**src/rpwr_pkg.sv**
```systemverilog
package rpwr_pkg;

    // Field and register widths
    localparam int RND_W  = 16;
    localparam int TIDX_W = 4;
    localparam int CFG_W  = 5;
    localparam int CNT_W  = 5;
    localparam int CIDX_W = 2;

    // Saturation value of the fired counter
    localparam logic [CNT_W-1:0] CNT_MAX = '1;

    // Configuration register indexes
    localparam logic [CIDX_W-1:0] CFG_TARGET_COUNT = 2'd0;
    localparam logic [CIDX_W-1:0] CFG_UNIQUE_MODE  = 2'd1;
    localparam logic [CIDX_W-1:0] CFG_REUSABLE     = 2'd2;

    // Controller states
    typedef enum logic [2:0] {
        ST_IDLE,
        ST_CHECK,
        ST_COUNT,
        ST_RANK,
        ST_SEARCH,
        ST_COMMIT,
        ST_EMPTY
    } t_state;

    // Commands from controller to datapath
    typedef struct packed {
        logic capture;      // latch random word, clear scan counters
        logic count_step;   // first pass: count eligible targets
        logic calc_rank;    // compute rank, rewind scan
        logic search_step;  // second pass: walk to the ranked target
        logic commit;       // update round state, load result with a pick
        logic no_pick;      // load result with no pick
    } t_dp_cmd;

    // Status from datapath to controller
    typedef struct packed {
        logic reject;       // no targets or round over without reuse
        logic last;         // scan index at the last target in use
        logic elig_zero;    // nothing eligible
        logic hit;          // current target is the ranked one
    } t_dp_status;

endpackage

```
**src/rpwr_dp.sv**
```systemverilog
module rpwr_dp #(
    parameter int TARGET_SLOTS = 16
) (
    input  logic                                i_clk,
    input  logic                                i_rst_n,
    input  logic                                i_cfg_we,
    input  logic [rpwr_pkg::CIDX_W-1:0]         i_cfg_index,
    input  logic [rpwr_pkg::CFG_W-1:0]          i_cfg_data,
    input  logic [rpwr_pkg::RND_W-1:0]          i_random_word,
    input  rpwr_pkg::t_dp_cmd                   i_cmd,
    output rpwr_pkg::t_dp_status                o_status,
    output logic                                o_picked,
    output logic [rpwr_pkg::TIDX_W-1:0]         o_target_index,
    output logic                                o_round_reset
);

    localparam int CLAMP_INT = (TARGET_SLOTS < 31) ? TARGET_SLOTS : 31;
    localparam logic [rpwr_pkg::CFG_W-1:0] CLAMP = rpwr_pkg::CFG_W'(CLAMP_INT);
    localparam int PROD_W = rpwr_pkg::RND_W + rpwr_pkg::CNT_W;
    localparam logic [TARGET_SLOTS-1:0] ONE = {{(TARGET_SLOTS-1){1'b0}}, 1'b1};

    // Configuration registers
    logic [rpwr_pkg::CFG_W-1:0] r_target_count;
    logic                       r_unique_mode;
    logic                       r_reusable;

    // Round state
    logic [TARGET_SLOTS-1:0]    r_fired_mask;
    logic [rpwr_pkg::CNT_W-1:0] r_fired_count;

    // Per-request working registers
    logic [rpwr_pkg::RND_W-1:0] r_rnd;
    logic [rpwr_pkg::CFG_W-1:0] r_idx;
    logic [rpwr_pkg::CNT_W-1:0] r_elig;
    logic [rpwr_pkg::CNT_W-1:0] r_rank;
    logic [rpwr_pkg::CNT_W-1:0] r_seen;
    logic [rpwr_pkg::CFG_W-1:0] r_pick;

    // Result registers
    logic                        r_picked;
    logic [rpwr_pkg::TIDX_W-1:0] r_target_index;
    logic                        r_round_reset;

    logic [rpwr_pkg::CFG_W-1:0] tc_eff;
    logic [TARGET_SLOTS-1:0]    mask_sh;
    logic                       elig_bit;
    logic [PROD_W-1:0]          prod;
    logic [rpwr_pkg::CNT_W-1:0] cnt_inc;
    logic                       wrap;
    logic [TARGET_SLOTS-1:0]    mask_set;

    // Effective target count, clamped to the slot count
    assign tc_eff = (r_target_count > CLAMP) ? CLAMP : r_target_count;

    // Eligibility of the target under the scan index
    assign mask_sh  = r_fired_mask >> r_idx;
    assign elig_bit = !(r_unique_mode && mask_sh[0]);

    // Rank among eligible targets
    assign prod = PROD_W'(r_rnd) * PROD_W'(r_elig);

    // Round update on a pick
    assign cnt_inc  = (r_fired_count < rpwr_pkg::CNT_MAX) ? r_fired_count + 1'b1
                                                          : r_fired_count;
    assign wrap     = r_reusable && (cnt_inc >= tc_eff);
    assign mask_set = r_unique_mode ? (r_fired_mask | (ONE << r_pick)) : r_fired_mask;

    // Status to controller
    always_comb begin
        o_status.reject    = (tc_eff == '0)
                             || ((r_fired_count >= tc_eff) && !r_reusable);
        o_status.last      = (r_idx == tc_eff - 1'b1);
        o_status.elig_zero = (r_elig == '0);
        o_status.hit       = elig_bit && (r_seen == r_rank);
    end

    // Configuration and round state
    always_ff @(posedge i_clk) begin
        if (!i_rst_n) begin
            r_target_count <= '0;
            r_unique_mode  <= 1'b0;
            r_reusable     <= 1'b0;
            r_fired_mask   <= '0;
            r_fired_count  <= '0;
        end else begin
            if (i_cfg_we) begin
                unique case (i_cfg_index)
                    rpwr_pkg::CFG_TARGET_COUNT: r_target_count <= i_cfg_data;
                    rpwr_pkg::CFG_UNIQUE_MODE:  r_unique_mode  <= i_cfg_data[0];
                    rpwr_pkg::CFG_REUSABLE:     r_reusable     <= i_cfg_data[0];
                    default: ;
                endcase
            end
            if (i_cmd.commit) begin
                r_fired_mask  <= wrap ? '0 : mask_set;
                r_fired_count <= wrap ? '0 : cnt_inc;
            end
        end
    end

    // Scan datapath and result registers
    always_ff @(posedge i_clk) begin
        if (i_cmd.capture) begin
            r_rnd  <= i_random_word;
            r_idx  <= '0;
            r_elig <= '0;
        end
        if (i_cmd.count_step) begin
            r_idx <= r_idx + 1'b1;
            if (elig_bit) begin
                r_elig <= r_elig + 1'b1;
            end
        end
        if (i_cmd.calc_rank) begin
            r_rank <= prod[PROD_W-1:rpwr_pkg::RND_W];
            r_idx  <= '0;
            r_seen <= '0;
        end
        if (i_cmd.search_step) begin
            r_idx <= r_idx + 1'b1;
            if (elig_bit) begin
                r_seen <= r_seen + 1'b1;
            end
            if (o_status.hit) begin
                r_pick <= r_idx;
            end
        end
        if (i_cmd.commit) begin
            r_picked       <= 1'b1;
            r_target_index <= r_pick[rpwr_pkg::TIDX_W-1:0];
            r_round_reset  <= wrap;
        end else if (i_cmd.no_pick) begin
            r_picked       <= 1'b0;
            r_target_index <= '0;
            r_round_reset  <= 1'b0;
        end
    end

    assign o_picked       = r_picked;
    assign o_target_index = r_target_index;
    assign o_round_reset  = r_round_reset;

endmodule

```
**src/rpwr_ctrl.sv**
```systemverilog
module rpwr_ctrl (
    input  logic                 i_clk,
    input  logic                 i_rst_n,
    input  logic                 i_in_valid,
    input  logic                 i_out_stall,
    input  rpwr_pkg::t_dp_status i_status,
    output logic                 o_in_stall,
    output logic                 o_out_valid,
    output rpwr_pkg::t_dp_cmd    o_cmd
);

    rpwr_pkg::t_state r_state;
    rpwr_pkg::t_state n_state;
    logic             r_out_valid;
    logic             out_free;
    logic             accept;

    assign o_in_stall = (r_state != rpwr_pkg::ST_IDLE) || !i_rst_n;
    assign accept     = i_in_valid && !o_in_stall;
    assign out_free   = !r_out_valid || !i_out_stall;

    // Next state
    always_comb begin
        n_state = r_state;
        unique case (r_state)
            rpwr_pkg::ST_IDLE:   if (accept) n_state = rpwr_pkg::ST_CHECK;
            rpwr_pkg::ST_CHECK:  n_state = i_status.reject ? rpwr_pkg::ST_EMPTY
                                                           : rpwr_pkg::ST_COUNT;
            rpwr_pkg::ST_COUNT:  if (i_status.last) n_state = rpwr_pkg::ST_RANK;
            rpwr_pkg::ST_RANK:   n_state = i_status.elig_zero ? rpwr_pkg::ST_EMPTY
                                                              : rpwr_pkg::ST_SEARCH;
            rpwr_pkg::ST_SEARCH: if (i_status.hit) n_state = rpwr_pkg::ST_COMMIT;
            rpwr_pkg::ST_COMMIT: if (out_free) n_state = rpwr_pkg::ST_IDLE;
            rpwr_pkg::ST_EMPTY:  if (out_free) n_state = rpwr_pkg::ST_IDLE;
            default:             n_state = rpwr_pkg::ST_IDLE;
        endcase
    end

    // Datapath commands
    always_comb begin
        o_cmd = '0;
        unique case (r_state)
            rpwr_pkg::ST_IDLE:   o_cmd.capture     = accept;
            rpwr_pkg::ST_CHECK:  ;
            rpwr_pkg::ST_COUNT:  o_cmd.count_step  = 1'b1;
            rpwr_pkg::ST_RANK:   o_cmd.calc_rank   = 1'b1;
            rpwr_pkg::ST_SEARCH: o_cmd.search_step = 1'b1;
            rpwr_pkg::ST_COMMIT: o_cmd.commit      = out_free;
            rpwr_pkg::ST_EMPTY:  o_cmd.no_pick     = out_free;
            default: ;
        endcase
    end

    // State and output valid
    always_ff @(posedge i_clk) begin
        if (!i_rst_n) begin
            r_state     <= rpwr_pkg::ST_IDLE;
            r_out_valid <= 1'b0;
        end else begin
            r_state <= n_state;
            if (o_cmd.commit || o_cmd.no_pick) begin
                r_out_valid <= 1'b1;
            end else if (!i_out_stall) begin
                r_out_valid <= 1'b0;
            end
        end
    end

    assign o_out_valid = r_out_valid;

endmodule

```
**src/random_pick_without_repeat_top.sv**
```systemverilog
// Random pick without repeat: each request word picks one of the first target_count
// targets, uniformly among those still eligible (in unique mode, targets already fired
// this round are skipped). One result per request; picked is 0 when no target can be
// chosen. A control FSM runs two one-slot-per-cycle passes over the fired mask, one to
// count eligible targets and one that stops at the ranked target, with a rank multiply
// step (the RANK state) between them. A request rejected up front goes from CHECK
// straight to EMPTY; one with nothing eligible reaches EMPTY after the count pass and
// the rank step. The next request is taken once the result is in the output register.
// Configuration writes are accepted outside reset and must be made while no request is
// active.
module random_pick_without_repeat_top #(
    parameter int TARGET_SLOTS = 16
) (
    input  logic                                i_clk,
    input  logic                                i_rst_n,
    // request channel
    input  logic                                i_in_valid,
    output logic                                o_in_stall,
    input  logic [rpwr_pkg::RND_W-1:0]          i_random_word,
    // result channel
    output logic                                o_out_valid,
    input  logic                                i_out_stall,
    output logic                                o_picked,
    output logic [rpwr_pkg::TIDX_W-1:0]         o_target_index,
    output logic                                o_round_reset,
    // configuration channel
    input  logic                                i_cfg_valid,
    output logic                                o_cfg_ready,
    input  logic [rpwr_pkg::CIDX_W-1:0]         i_cfg_index,
    input  logic [rpwr_pkg::CFG_W-1:0]          i_cfg_data
);

    rpwr_pkg::t_dp_cmd    cmd;
    rpwr_pkg::t_dp_status status;
    logic                 cfg_we;

    assign o_cfg_ready = i_rst_n;
    assign cfg_we      = i_cfg_valid && o_cfg_ready;

    rpwr_ctrl u_ctrl (
        .i_clk       (i_clk),
        .i_rst_n     (i_rst_n),
        .i_in_valid  (i_in_valid),
        .i_out_stall (i_out_stall),
        .i_status    (status),
        .o_in_stall  (o_in_stall),
        .o_out_valid (o_out_valid),
        .o_cmd       (cmd)
    );

    rpwr_dp #(
        .TARGET_SLOTS (TARGET_SLOTS)
    ) u_dp (
        .i_clk          (i_clk),
        .i_rst_n        (i_rst_n),
        .i_cfg_we       (cfg_we),
        .i_cfg_index    (i_cfg_index),
        .i_cfg_data     (i_cfg_data),
        .i_random_word  (i_random_word),
        .i_cmd          (cmd),
        .o_status       (status),
        .o_picked       (o_picked),
        .o_target_index (o_target_index),
        .o_round_reset  (o_round_reset)
    );

`ifndef SYNTHESIS
    // a request transfer always makes the block busy on the next cycle
    a_busy_after_accept: assert property (@(posedge i_clk) disable iff (!i_rst_n)
        (i_in_valid && !o_in_stall) |=> o_in_stall)
        else $error("input not stalled after request transfer");

    // an empty result carries zero index and no round reset
    a_empty_result: assert property (@(posedge i_clk) disable iff (!i_rst_n)
        (o_out_valid && !o_picked) |-> (o_target_index == '0 && !o_round_reset))
        else $error("empty result with nonzero fields");

    // a round can only complete on an actual pick
    a_round_needs_pick: assert property (@(posedge i_clk) disable iff (!i_rst_n)
        (o_out_valid && o_round_reset) |-> o_picked)
        else $error("round reset without a pick");

    // datapath never gets a pick and an empty result at once
    a_one_result_cmd: assert property (@(posedge i_clk) disable iff (!i_rst_n)
        !(cmd.commit && cmd.no_pick))
        else $error("conflicting result commands");
`endif

endmodule

```
**config.mk**
```make
export PLATFORM = sky130hd
export DESIGN_NAME = random_pick_without_repeat_top
export DESIGN_NICKNAME = d
export VERILOG_FILES = /design/src/rpwr_pkg.sv /design/src/rpwr_dp.sv /design/src/rpwr_ctrl.sv /design/src/random_pick_without_repeat_top.sv
export SDC_FILE = /design/constraint.sdc
export NUM_CORES = 1
export LEC_CHECK = 0
export BUFFER_PORTS_ARGS = -buffer_cell sky130_fd_sc_hd__buf_2
export CAP_MARGIN = 10
export CORE_UTILIZATION = 35
export CTS_CLUSTER_SIZE = 28
export DETAILED_ROUTE_END_ITERATION = 10
export SLEW_MARGIN = 15
export SYNTH_ARGS = -nofsm -noshare
export SYNTH_HDL_FRONTEND = slang
export SYNTH_HIERARCHICAL = 1
export SYNTH_SLANG_ARGS = --single-unit
```
**constraint.sdc**
```tcl
create_clock -name i_clk -period 9.8 [get_ports i_clk]
set_input_delay 0.98 -clock i_clk [delete_from_list [all_inputs] [get_ports i_clk]]
set_output_delay 0.98 -clock i_clk [all_outputs]
set_load 0.005 [all_outputs]
```
Word-level counts from Yosys, hierarchy flattened
Index checks and enable logic that the tools add are counted.

Output and inout bits: 9. Word-level logic and storage cells: 109. Bits in registers: 79.

Mux-type cells: 34. Bitwise logic cells: 1. Multipliers: 1. Magnitude comparators: 4. Reductions and logical operators: 31. $add $sub $neg: 5. Shifts and indexed selects: 2. Eq/ne operators: 15.

Operator list (number): 2-to-1 mux 5 bit (13); 2-to-1 mux 16 bit (2); multiplier 16 x 5 -> 21 bit (1); adder 5 x 1 -> 5 bit (second input constant) (4); one-hot mux 3 bit (6 select lines) (1); OR 16 bit (1); left shift 1 x 5 -> 16 bit (first input constant) (1); right shift 16 x 5 -> 1 bit (1); 2-to-1 mux 3 bit (5); == test 5 bit (2); greater-or-equal comparator 5 bit (2); logical NOT 5 bit (2); 2-to-1 mux 1 bit (10); AND reduction 2 bit (5); == test 3 bit (second input constant) (3); 2-to-1 mux 4 bit (2); == test 3 x 2 -> 1 bit (second input constant) (2); logical AND 1 bit (6); logical NOT 1 bit (6); inequality test 2 x 1 -> 1 bit (second input constant) (3); > comparator 5 bit (second input constant) (1); less-than comparator 5 bit (second input constant) (1); subtractor 5 x 1 -> 5 bit (second input constant) (1); logical OR 1 bit (4); 12 further kinds (14).

Longest topological paths before layout
Gate-level depths: netlist of the first run.

Depth in word-level cells: 9. Mapped depth: 16.

Modules after synthesis
Netlist of the first run, hierarchy kept.

By module, submodules not included: rpwr_dp (times used 1, area each 5600.4 um^2, sequential area each 1861.8 um^2, cells each 554); rpwr_ctrl (times used 1, area each 354.1 um^2, sequential area each 80.1 um^2, cells each 42); random_pick_without_repeat_top (times used 1, area each 13.8 um^2, sequential area each 0.0 um^2, cells each 2).

Worst setup path after synthesis of the first run
OpenSTA, ideal clock, no wires.

Kind: register to register. Start point: reg u_dp/r_elig[3] (netlist bit). End point: reg u_dp/r_rank[1] (netlist bit) (data pin). Setup slack: 5572 ps. Setup time: 258 ps. Buffers on the path: 2. Data required time: 9542 ps. Arrival time: 3970 ps. Stages on the path, launching flop included: 16. Clock period less this slack: 4228 ps. Cells stage by stage: dfxtp_1 clkbuf_1 clkbuf_1 and2_1 fa_1 fa_1 inv_1 fa_1 inv_1 ha_1 a21oi_1 a21oi_1 or2_2 o31ai_1 nand2_1 xnor2_1.

Cells in the longest elaborated chain, start to end: 1.

RTL lines: start: declaration (RTL line rpwr_dp.sv:34) `logic [rpwr_pkg::CNT_W-1:0] r_elig;`; start signal: assignment (RTL line rpwr_dp.sv:111) `r_elig <= r_elig + 1'b1;`; multiplier 16 x 5 -> 21 bit (RTL line rpwr_dp.sv:60) `assign prod = PROD_W'(r_rnd) * PROD_W'(r_elig);`; via u_dp.prod[17] (RTL line rpwr_dp.sv:47) `logic [PROD_W-1:0] prod;`; end signal: assignment (RTL line rpwr_dp.sv:115) `r_rank <= prod[PROD_W-1:rpwr_pkg::RND_W];`; end: declaration (RTL line rpwr_dp.sv:35) `logic [rpwr_pkg::CNT_W-1:0] r_rank;`.

The timed path passes the listed nets, and every way through them passes these cells. A chain may end at the register's enable or synchronous reset.

Final worst setup path of the first run
Start point: reg u_dp/r_elig[2] (netlist bit). End point: reg u_dp/r_rank[1] (netlist bit) (data pin).

The elaborated chain is that of the path after synthesis.

==> impl_metrics.tcl, run 1 <==
set metrics [dict create \
    vias_per_cell 4.93 \
    fin_ws_ns 5.29 \
    detail-route-antenna-nets 0 \
    routabilityCongestion 0.804 \
    dieWidth_um 133 \
    slew_violations 0 \
    grt_pass1_vias 4317 \
    cp_max_fo 21 \
    final_cell_mix "70 x inv_1, 60 x and2_1, 47 x nand2_1" \
    netlist.top_cell.by_area "edfxtp_1" \
    ys.flop_type "dfxtp_1" \
    postPlaceCellArea_um2 6330 \
    worstSetupEndpointType "flip-flop" \
    synthTopCellsByArea "edfxtp_1 18%, dfxtp_1 14%, fa_1 14%" \
    synth_area_um2 5970 \
    vdd.ir_drop.worst_mv 0.0878 \
    setup_violations 0 \
    rrSetupSlack_ns 5.29 \
    layout-drive-gt1-share_pct 11.7 \
    routed-via-count 4204 \
    worstSetupPathType "reg2reg" \
    cts_tree "built" \
    synth_seq_cells 79 \
    min_period_ns 4.51 \
    cts_root_buf "clkbuf_16" \
    grt_max_degree 22 \
    grtUsageTotal_pct 14.5 \
    pre_cts_ws_ns 5.31 \
    yosysWarningCount 6 \
    leakage_nw 2.96 \
    grt_setup_unrepaired "no" \
    power_density_nw_per_um2 149 \
    rows 47 \
    cap_viol_max_count 0 \
    cp_data_arrival_time_ns 4.60 \
    insertion_delay_ns 0.34 \
    min_to "u_dp/o_picked" \
    min_from "u_dp/o_picked" \
    wirelength_mm 11.6 \
    seq_area_frac_synth_pct 32.5 \
    finalHoldViolations 0 \
    drtPass1Iterations 4 \
    ctsHoldBuffers 0 \
    grt-ovfl-total 0 \
    cts_buffer_depth 2 \
    fin_crit_sh_pct 46.0 \
    drc 0 \
    synth.avg_cell_area_um2 9.98 \
    clock_skew_ns 0.00670 \
    synth-async-reset-ratio_pct 0 \
    design_area_um2 6650 \
    tns_ns 0 \
    worst_pin_slew_ns 0.990 \
    wl_per_cell_um 13.7 \
    reg2reg_depth 13 \
    final_util_pct 39.9 \
    area_delta_synth_final_pct 11.3 \
    die_h_um 133 \
    portBuffers 36 \
    cts_made_buffers 9 \
    post_cts_resized 0 \
    syn_nets 710 \
    rr_endpoint "u_dp/r_rank[1]" \
    rr_startpoint "u_dp/r_elig[2]" \
    outcome "complete, no violations" \
    hold_class "reg2reg" \
    fmax_mhz 222 \
    grt_pass1_wl_mm 20.2 \
    slew_headroom_pct 33.9 \
    finalPower_mw 0.989 \
    place_hpwl_mm 8.91 \
    core-area_um2 16600 \
    clkTransAtPathRegs_ns 0.06 \
    synth.distinct_cells 64 \
    synth_edf_count 36 \
    post_cts_buffers 0 \
    synth_top_area_share_pct 18.1 \
    final_common_cell "inv_1" \
    antenna_found_initial 0 \
    cp-start-kind "flip-flop" \
    worstPathRequired_ns 9.89 \
    initial_core_util_pct 35.9 \
    htreeDepth 3 \
    ioPinCount 37 \
    first_iter_violations 166 \
    die_area_um2 17600 \
    n_antenna_cell 0 \
    final_net_count 739 \
    holdPathStages 1 \
    synth_cells 598 \
    cts_num_sinks 79 \
]
==> sequential cells by signal (all words and copies together) (netlist names) <==
signal / flops
u_dp/r_seen: 5
u_dp/r_pick: 5
u_dp/o_target_index: 4
u_dp/r_fired_mask: 16
u_dp/r_idx: 5
u_dp/r_rnd: 16
u_ctrl/o_out_valid: 1
u_dp/r_target_count: 5
u_dp/r_elig: 5
u_dp/o_picked: 1
u_dp/r_reusable: 1
u_dp/r_unique_mode: 1
u_dp/o_round_reset: 1
u_dp/r_rank: 5
u_dp/r_fired_count: 5
u_ctrl/r_state: 3
==> synth_stat cells (2+ instances only) <==
cell and n:
inv_1 70, and2_1 60, nand2_1 47, dfxtp_1 43, ha_1 43, fa_1 41
edfxtp_1 36, nor2_1 23, a21oi_1 22, o21ai_0 19, nand3_1 17, a22o_1 13
mux2i_1 13, clkbuf_1 12, xor2_1 12, a21o_1 11, nor2b_1 10, xnor2_1 9
nand4_1 7, nor3_1 7, nor3b_1 7, nand3b_1 6, a211oi_1 5, a31oi_1 4
and3_1 4, nand2b_1 4, buf_6 3, mux4_1 3, o21a_1 3, or2_2 3
buf_1 2, buf_4 2, mux2_4 2, mux4_2 2, nand3b_4 2, o21ai_1 2
or3_1 2
==> how the worst max path moves through the flow <==
stage / from / to / slack [ns] / cells after the start
global route: u_dp/r_elig[2] / u_dp/r_rank[2] / 4.98 / 13
finish: u_dp/r_elig[2] / u_dp/r_rank[1] / 5.29 / 13
CTS: u_dp/r_elig[2] / u_dp/r_rank[1] / 5.32 / 13
detailed placement: u_dp/r_elig[2] / u_dp/r_rank[1] / 5.31 / 13
global placement: u_dp/r_elig[3] / u_dp/r_rank[1] / 5.46 / 13
floorplan: u_dp/r_elig[3] / u_dp/r_rank[1] / 5.57 / 15
==> logic make-up after synthesis <==
family / synth area share (%)
simple gates: 20.2
compound gates: 10.3
buf+inv: 6.16
fa+ha+maj: 22.8
flops: 32.5
xor+xnor: 3.08
mux: 4.95
==> worst max-delay path: stages (launching register included) <==
cell	delay, ns
dfxtp_1	0.76
and2_1	0.24
fa_1	0.44
fa_1	0.54
inv_1	0.05
fa_1	0.54
inv_1	0.05
ha_1	0.33
a21oi_1	0.21
a21oi_1	0.11
or2_2	0.29
o31ai_1	0.42
nand2_1	0.12
xnor2_1	0.13
==> per-stage QoR <==
step | instances | hold slack, ns
2_1_floorplan | 598 | 0.417
3_3_place_gp | 836 | 0.430
3_5_place_dp | 836 | 0.440
4_1_cts | 852 | 0.456
5_1_grt | 852 | 0.483
6_report | 852 | 0.455
==> per-layer routing <==
metal / GRT usage [%] / wire length [µm] / up-vias
met5: 0 / 0 / -
li1: - / - / 2097
met3: 3.03 / 317 / 13
met2: 25.7 / 5850 / 59
met4: 4.53 / 163 / 0
met1: 17.3 / 5310 / 2035
==> area by class of cell <==
cell class | count | area [µm²]
Fill cell | 1648 | 10000
Multi-Input combinational cell | 429 | 3660
Sequential cell | 79 | 1940
Tap cell | 220 | 275
Inverter | 71 | 267
Clock buffer | 9 | 225
Timing Repair Buffer | 37 | 188
Clock inverter | 7 | 86.3
==> report_power, final <==
| group | internal (mW) | switching [mW] | total [mW] |
|---|---|---|---|
| Clock | 0.203 | 0.147 | 0.350 |
| Sequential | 0.383 | 0.0589 | 0.442 |
| Combinational | 0.0936 | 0.103 | 0.196 |
No activity file was read; power rests on OpenSTA's default activity.
==> run 2: changes to the inputs <==
==> constraint.sdc (replaced) <==
create_clock -name i_clk -period 4.2 [get_ports i_clk]
set_input_delay 0.42 -clock i_clk [delete_from_list [all_inputs] [get_ports i_clk]]
set_output_delay 0.42 -clock i_clk [all_outputs]
set_load 0.005 [all_outputs]
==> impl_metrics.tcl, run 2 (synthesized netlist as in run 1, its figures left out) <==
set metrics [dict create \
    outcome "complete, no violations" \
    worstSetupPathType "reg2reg" \
    place_hpwl_mm 9.12 \
    clock_skew_ns 0.00657 \
    cp_data_arrival_time_ns 4.08 \
    worstPathRequired_ns 4.30 \
    wirelength_mm 11.6 \
    slew_headroom_pct 26.0 \
    met3_length_um 368 \
    setup_violations 0 \
    vias_per_cell 4.88 \
    area_delta_synth_final_pct 13.2 \
    met1Wirelength_mm 5.17 \
    leakage_nw 3.01 \
    portBuffers 36 \
    slew_violations 0 \
    final_util_pct 40.6 \
    routabilityCongestion 0.756 \
    cts_buffer_depth 2 \
    power_density_nw_per_um2 341 \
    wl_met2_mm 5.76 \
    htreeDepth 3 \
    core-area_um2 16600 \
    p_int_mw 1.60 \
    rows 47 \
    routed-via-count 4211 \
    drc 0 \
    grt_pass1_vias 4416 \
    switching_power_mw 0.705 \
    die_area_um2 17600 \
    cap_viol_max_count 0 \
    layout-drive-gt1-share_pct 14.0 \
    whs_ns 0.250 \
    ioPinCount 37 \
    cts_root_buf "clkbuf_16" \
    wl_per_cell_um 13.4 \
    antenna_found_initial 0 \
    pre_cts_ws_ns -0.0418 \
    grt_setup_unrepaired "yes" \
    hold_class "in2reg" \
    grtUsageTotal_pct 14.4 \
    initial_core_util_pct 35.9 \
    die_h_um 133 \
    grt_pass1_wl_mm 20.2 \
    n_antenna_cell 0 \
    vdd.ir_drop.worst_mv 0.225 \
    grt-ovfl-total 0 \
    fin_ws_ns 0.215 \
    switching_share_pct 30.6 \
    final_common_cell "inv_1" \
    cts_num_sinks 79 \
    grt_max_degree 21 \
    drtPass1Iterations 4 \
    final_cell_mix "70 x inv_1, 60 x and2_1, 47 x nand2_1" \
    dieWidth_um 133 \
    finalHoldViolations 0 \
    ctsHoldBuffers 0 \
    top_regs "u_dp/r_fired_mask (16), u_dp/r_rnd (16)" \
    pwr-share-seq_pct 44.6 \
    combPwrFrac_pct 20.5 \
    fin_crit_sh_pct 94.9 \
    cts_tree "built" \
    tns_ns 0 \
    cp-start-kind "flip-flop" \
    detail-route-antenna-nets 0 \
    insertion_delay_ns 0.34 \
    power_frac_clock_pct 34.9 \
    final_net_count 750 \
    worstSetupEndpointType "flip-flop" \
    min_period_ns 3.99 \
    top_layer "met4" \
    clkTransAtPathRegs_ns 0.06 \
    cts_made_buffers 9 \
    fmax_mhz 251 \
    cp_max_fo 5 \
    worst_pin_slew_ns 1.11 \
    first_iter_violations 178 \
]
## run 2: what timing repair did
item	CTS	global route
buffers inserted	0	3
gates resized for setup	1	8
setup endpoints to repair	2	4
pin swaps	0	0
cloned	0	0
## run 2: area by class of cell
class	instances	area, µm²
Inverter	71	267
Clock buffer	12	279
Clock inverter	4	31.3
Fill cell	1620	9890
Timing Repair Buffer	48	270
Tap cell	220	275
Multi-Input combinational cell	429	3680
Sequential cell	79	1950
## run 2: power by group through the flow
stage | clock (mW) | sequential, mW | combinational [mW]
CTS | 0.829 | 1.03 | 0.473
global route | 0.857 | 1.04 | 0.550
detailed placement | 0 | 1.05 | 0.470
finish | 0.803 | 1.03 | 0.473
global placement | 0 | 1.05 | 0.452
floorplan | 0 | 0.972 | 0.410
## run 2: worst max-delay path, stage by stage, from the launching register on
cell	delay (ns)
edfxtp_1	0.45
and2_1	0.21
fa_1	0.48
fa_1	0.54
inv_1	0.05
fa_1	0.53
inv_1	0.04
ha_1	0.34
a21oi_2	0.17
a21oi_1	0.09
or2_2	0.31
o31ai_4	0.29
nand2_1	0.10
xnor2_1	0.12
## run 2: worst paths after layout
path | cells after the start | from | endpoint | slack [ns]
setup / recovery | 13 | u_dp/r_rnd[11] | u_dp/r_rank[1] | 0.21
hold / removal | 1 | i_random_word[6] | u_dp/r_rnd[6] | 0.25
setup reg to reg | 13 | u_dp/r_rnd[11] | u_dp/r_rank[1] | 0.21
hold reg to reg | 1 | u_dp/o_picked | u_dp/o_picked | 0.45
## run 2: layer usage
| layer | vias to the layer above | GRT usage [%] |
|---|---|---|
| met5 | - | 0 |
| met4 | 0 | 5.56 |
| met3 | 18 | 2.99 |
| met2 | 58 | 26.1 |
| met1 | 2017 | 16.4 |
| li1 | 2118 | - |
## run 2: stage by stage
| step | instances | instance area [µm²] | power, mW |
|---|---|---|---|
| 2_1_floorplan | 598 | 5970 | 1.38 |
| 3_3_place_gp | 844 | 6390 | 1.50 |
| 3_5_place_dp | 844 | 6390 | 1.52 |
| 4_1_cts | 860 | 6710 | 2.33 |
| 5_1_grt | 863 | 6760 | 2.45 |
| 6_report | 863 | 6760 | 2.30 |
